$ cat src/design/great_circle_distance_check_unit_macros.svh
// ----------------------------------------------------------------------------
// great_circle_distance_check_unit_macros
// Assertion helpers for the distance check unit.
// ----------------------------------------------------------------------------
`ifndef GREAT_CIRCLE_DISTANCE_CHECK_UNIT_MACROS_SVH
`define GREAT_CIRCLE_DISTANCE_CHECK_UNIT_MACROS_SVH

// clocked check, off while reset is held
`define GCDC_ASSERT(lbl, prop, msg) \
	lbl: assert property (@(posedge clk) disable iff (!arst_n) prop) else $error(msg);

// clocked check, also active during reset
`define GCDC_ASSERT_ANY(lbl, prop, msg) \
	lbl: assert property (@(posedge clk) prop) else $error(msg);

`endif

$ cat src/design/gcdc_pkg.sv
// ----------------------------------------------------------------------------
// gcdc_pkg
// Shared fixed-point types, constants and the CORDIC arctangent table.
// ----------------------------------------------------------------------------
`timescale 1ns / 1ps

package gcdc_pkg;

	// Q30 value with headroom for CORDIC growth
	typedef logic signed [32:0] q30_t;
	// vectoring datapath, wider for the CORDIC gain
	typedef logic signed [33:0] vec_t;

	localparam int RotSteps  = 30;
	localparam int VecSteps  = 30;
	localparam int SqrtSteps = 31;

	localparam q30_t CordicGain = 33'sd652032874;

	localparam logic [63:0] PiQ62     = 64'hC90FDAA22168C234;
	// microdegrees to radians, scaled by 2^54
	localparam logic [28:0] UdegToRad = 29'(PiQ62 / 64'd46080000000);

	// atan(2^-i) in Q30, rounded to nearest
	function automatic logic [29:0] atan_q30(input int unsigned i);
		logic [29:0] r;
		case (i)
			0:       r = 30'd843314857;
			1:       r = 30'd497837829;
			2:       r = 30'd263043837;
			3:       r = 30'd133525159;
			4:       r = 30'd67021687;
			5:       r = 30'd33543516;
			6:       r = 30'd16775851;
			7:       r = 30'd8388437;
			8:       r = 30'd4194283;
			9:       r = 30'd2097149;
			default: r = 30'd1 << (30 - i);
		endcase
		return r;
	endfunction

endpackage

$ cat src/design/gcdc_sqrt.sv
// ----------------------------------------------------------------------------
// gcdc_sqrt
// Pipelined integer square root, one result bit per stage.
// ----------------------------------------------------------------------------
`timescale 1ns / 1ps

module gcdc_sqrt (
	input  logic        clk,
	input  logic        en,
	input  logic [60:0] radicand,
	output logic [30:0] root
);
	import gcdc_pkg::*;

	logic [61:0] n_s [SqrtSteps];
	logic [61:0] r_s [SqrtSteps];

	for (genvar k = 0; k < SqrtSteps; k++) begin : g_step
		localparam logic [61:0] Bit = 62'd1 << (60 - 2 * k);
		logic [61:0] ni, ri, t;

		if (k == 0) begin : g_first
			assign ni = {1'b0, radicand};
			assign ri = '0;
		end else begin : g_next
			assign ni = n_s[k-1];
			assign ri = r_s[k-1];
		end

		assign t = ri + Bit;

		always_ff @(posedge clk) begin
			if (en) begin
				if (ni >= t) begin
					n_s[k] <= ni - t;
					r_s[k] <= (ri >> 1) + Bit;
				end else begin
					n_s[k] <= ni;
					r_s[k] <= ri >> 1;
				end
			end
		end
	end

	assign root = r_s[SqrtSteps-1][30:0];

endmodule

$ cat config.mk
export PLATFORM = sky130hd
export DESIGN_NAME = gcdc_sqrt
export DESIGN_NICKNAME = d
export VERILOG_FILES = /design/src/design/great_circle_distance_check_unit_macros.svh /design/src/design/gcdc_pkg.sv /design/src/design/gcdc_sqrt.sv
export SDC_FILE = /design/constraint.sdc
export NUM_CORES = 2
export LEC_CHECK = 0
export BUFFER_PORTS_ARGS = -buffer_cell sky130_fd_sc_hd__buf_2
export CORE_ASPECT_RATIO = 0.7
export CORE_MARGIN = 4
export CORE_UTILIZATION = 42
export DETAILED_ROUTE_END_ITERATION = 6
export MAX_ROUTING_LAYER = met4
export SLEW_MARGIN = 20
export SYNTH_ARGS = -nofsm -noshare
export SYNTH_HDL_FRONTEND = slang
export SYNTH_SLANG_ARGS = --single-unit
$ cat constraint.sdc
create_clock -name clk -period 16.6 [get_ports clk]
set_input_delay 3.32 -clock clk [delete_from_list [all_inputs] [get_ports clk]]
set_output_delay 3.32 -clock clk [all_outputs]
set_load 0.01 [all_outputs]
==> impl_metrics.py <==
metrics = {
    "status": {
        "status": "finished clean",
    },
    "setup_path": {
        "worst-path-buf-inv": 4,
        "slowest_stage": "buf_4",
        "cp-startpoint": "en",
        "crit_required_ns": 17.24,
        "path_class": "in2reg",
        "crit_path_end_kind": "flop",
        "crit_path_start_kind": "primary input",
        "r2r_slack_ns": 11.42,
        "crit_fanout": 141,
        "crit_cells": 10,
        "r2r-end": "n_s[1][793]$_DFFE_PP_",
        "crit_chain": "buf_12, buf_4, buf_4, buf_12, nand4b_1, nor3_1, o21ai_1, o21ai_0, nor4_1, xor2_1",
        "r2r-start": "n_s[1][689]$_DFFE_PP_",
        "cpPeakStageDelay_ns": 0.77,
        "arrival_ns": 7.85,
        "critPathTopFamily": "buffers and inverters",
        "reg2regPathDepth": 9,
        "crit_end": "n_s[0][797]$_DFFE_PP_",
    },
    "synthesis": {
        "syn-num-nets": 9895,
        "syn-cell-area_um2": 115000,
        "ys_seq_elements": 2356,
        "yosys.area.top_type_share_pct": 61.8,
        "syn_inst": 9309,
        "synth.area.top_cells": "edfxtp_1, ha_1, xor2_1, xnor2_1, nand2_1",
        "synth_top_cell_by_area": "edfxtp_1",
        "seq_area_frac_synth_pct": 61.8,
        "synth.distinct_cells": 102,
        "synth_warnings": 0,
        "synth_area_per_cell_um2": 12.3,
        "synthFlopType": "edfxtp_1",
        "synthArstFlopShare_pct": 0,
        "synth_edf_count": 2356,
    },
    "power_and_ir_drop": {
        "power_density_nw_per_um2": 138,
        "ir_drop_mv": 0.0985,
        "p_total_mw": 17.6,
        "p_leak_nw": 46.8,
    },
    "die": {
        "design.core.area_um2": 271000,
        "start_util_pct": 42.2,
        "die-area_um2": 281000,
        "row_count": 160,
        "die_w_um": 632,
        "die_h_um": 445,
        "io_pins": 94,
    },
    "timing": {
        "rsz0062_at_grt": "no",
        "min_period_ns": 7.21,
        "hold_viol": 0,
        "worst_slew_pin_slew_ns": 1.29,
        "tns_ns": 0,
        "drv_slew": 0,
        "fmax_mhz": 139,
        "finalClockSkew_ns": 0.0860,
        "holdWs_ns": 0.390,
        "fin_crit_sh_pct": 43.4,
        "setup_viol": 0,
        "relSlewSlack_pct": 13.4,
    },
    "clock_tree": {
        "clock-sinks": 2356,
        "post_cts_resized": 0,
        "clk_pin_slew_ns": 0.06,
        "root_buffer": "clkbuf_16",
        "cts_tree": "done",
        "post-cts-setup-buffer-count": 0,
        "ctsHoldBuffers": 0,
        "htreeDepth": 4,
        "clockBufferDepth": 4,
        "cts_buffers": 239,
        "worstSkewPairLatency_ns": 0.93,
    },
    "hold_path": {
        "holdCritPathClass": "reg2reg",
    },
    "route": {
        "drtIter0Drc": 9408,
        "drt-total-wl_mm": 320,
        "vias_per_cell": 5.69,
        "topRoutingLayerUsed": "met4",
        "wl_met2_mm": 108,
        "wl_met3_mm": 42.6,
        "via_count": 76000,
        "wire_per_inst_um": 24.0,
        "firstDrtPassIters": 6,
        "wl_met1_mm": 164,
        "drtAntennaViolNets": 0,
        "drc_errors": 0,
    },
    "placement": {
        "place_hpwl_mm": 248,
        "gp_congestion": 1.02,
        "io_buffers": 93,
    },
    "grt": {
        "grt_max_degree": 183,
        "antenna_found_initial": 14,
        "grt_use_total_pct": 22.9,
        "overflow": 0,
        "grt_pass1_vias": 69900,
        "grt_pass1_wl_mm": 470,
    },
    "cells_and_area": {
        "area_growth_pct": 11.4,
        "drive_gt1_share_pct": 7.47,
        "layout.nets": 10100,
    },
    "job": {
        "maxCapViolations": 0,
    },
}
[cell type report]
cell class	count	area [µm²]
sequential	2356	70700
antenna	9	22.5
multi-input combinational	6075	40700
fill	24200	144000
inverter	657	2470
timing repair buffer	172	1140
clock inverter	155	1780
tap	3645	4560
clock buffer	281	6180
[per-stage QoR]
step	area [µm²]	worst slack, ns	std cells	util [%]
2_1_floorplan	115000	9.09	9309	-
3_3_place_gp	119000	8.65	12900	44.0
3_5_place_dp	120000	8.49	12900	44.0
4_1_cts	127000	9.50	13300	47.0
5_1_grt	128000	9.03	13300	47.0
6_report	128000	9.39	13400	47.0
[report_power, final]
group / switching (mW) / internal [mW]
registers: 0.718 / 7.53
clock network: 2.32 / 3.23
logic: 2.37 / 1.42
[worst reg2reg max path: stages, from the launching register on]
cell	delay, ns
edfxtp_1	0.42
ha_1	0.58
o21a_1	0.32
o22a_1	0.27
o2111ai_1	0.53
a211oi_1	0.29
o311ai_0	0.96
nand4b_1	0.83
nor4_1	0.60
xor2_1	0.11
[synthesized netlist by cell type, drive strengths merged (91+ instances only)]
cell       n
or3       91
nor4     351
ha       523
xor2     415
xnor2    402
a21oi    474
nand2b   119
clkbuf   180
nand4    153
nand3    171
inv      657
nor2     511
a21o     186
nand2    788
nor3     283
o21a      95
edfxtp  2356
o21ai    564
[cells by family after synthesis]
family                   synth area share [%]
AND/OR/NAND/NOR                          13.1
multiplexers                            0.676
adder cells (fa/ha/maj)                  5.71
AO/OA/AOI/OAI                            9.59
flip-flops                               61.8
XOR/XNOR                                 6.25
buffers and inverters                    2.95
[sequential cells by signal (all words and copies together), names as in the netlist]
| signal | count |
|---|---|
| r_s | 496 |
| n_s | 1860 |
[how the worst min path moves through the flow]
stage	from	end	slack, ns	depth (start not counted)
floorplan	n_s[0][893]$_DFFE_PP_	n_s[0][955]$_DFFE_PP_	0.42	0
global placement	n_s[0][376]$_DFFE_PP_	n_s[0][438]$_DFFE_PP_	0.43	0
detailed placement	r_s[1][458]$_DFFE_PP_	r_s[1][519]$_DFFE_PP_	0.43	0
CTS	n_s[0][580]$_DFFE_PP_	n_s[0][642]$_DFFE_PP_	0.38	0
global route	n_s[0][693]$_DFFE_PP_	n_s[0][755]$_DFFE_PP_	0.40	0
finish	n_s[0][815]$_DFFE_PP_	n_s[0][877]$_DFFE_PP_	0.39	0
[layer usage]
layer | up-vias | global-route usage (%)
li1 | 35300 | -
met1 | 37100 | 37.8
met2 | 3201 | 25.3
met3 | 348 | 8.68
met4 | 0 | 3.89
met5 | - | -
[cells in the final DEF, fill, tap and decap left out, types with 21 or more instances in the layout]
| cell | count |
|---|---|
| buf_2 | 92 |
| buf_4 | 73 |
| nand4b_1 | 28 |
| a31oi_1 | 38 |
| nor4b_1 | 56 |
| nand3_1 | 168 |
| clkinv_2 | 46 |
| or3_1 | 91 |
| o21ai_0 | 547 |
| ha_1 | 523 |
| nand2_1 | 788 |
| o21bai_1 | 59 |
| clkbuf_1 | 40 |
| edfxtp_1 | 2356 |
| nor3_1 | 272 |
| clkinv_1 | 43 |
| nor2b_1 | 76 |
| o21a_1 | 95 |
| a21o_1 | 186 |
| and2_1 | 25 |
| nand4_1 | 153 |
| o211ai_1 | 32 |
| xor2_1 | 414 |
| a211oi_1 | 51 |
| nor3b_1 | 30 |
| a21oi_1 | 470 |
| nand2b_1 | 119 |
| clkbuf_16 | 241 |
| nor2_1 | 509 |
| or2_2 | 45 |
| a21boi_0 | 24 |
| mux2_2 | 59 |
| or4_1 | 63 |
| bufinv_16 | 37 |
| and3_1 | 36 |
| o31ai_1 | 33 |
| xnor2_1 | 402 |
| nor4_1 | 336 |
| inv_1 | 657 |
| nand3b_1 | 21 |
Power figures use the tool's default switching activity.
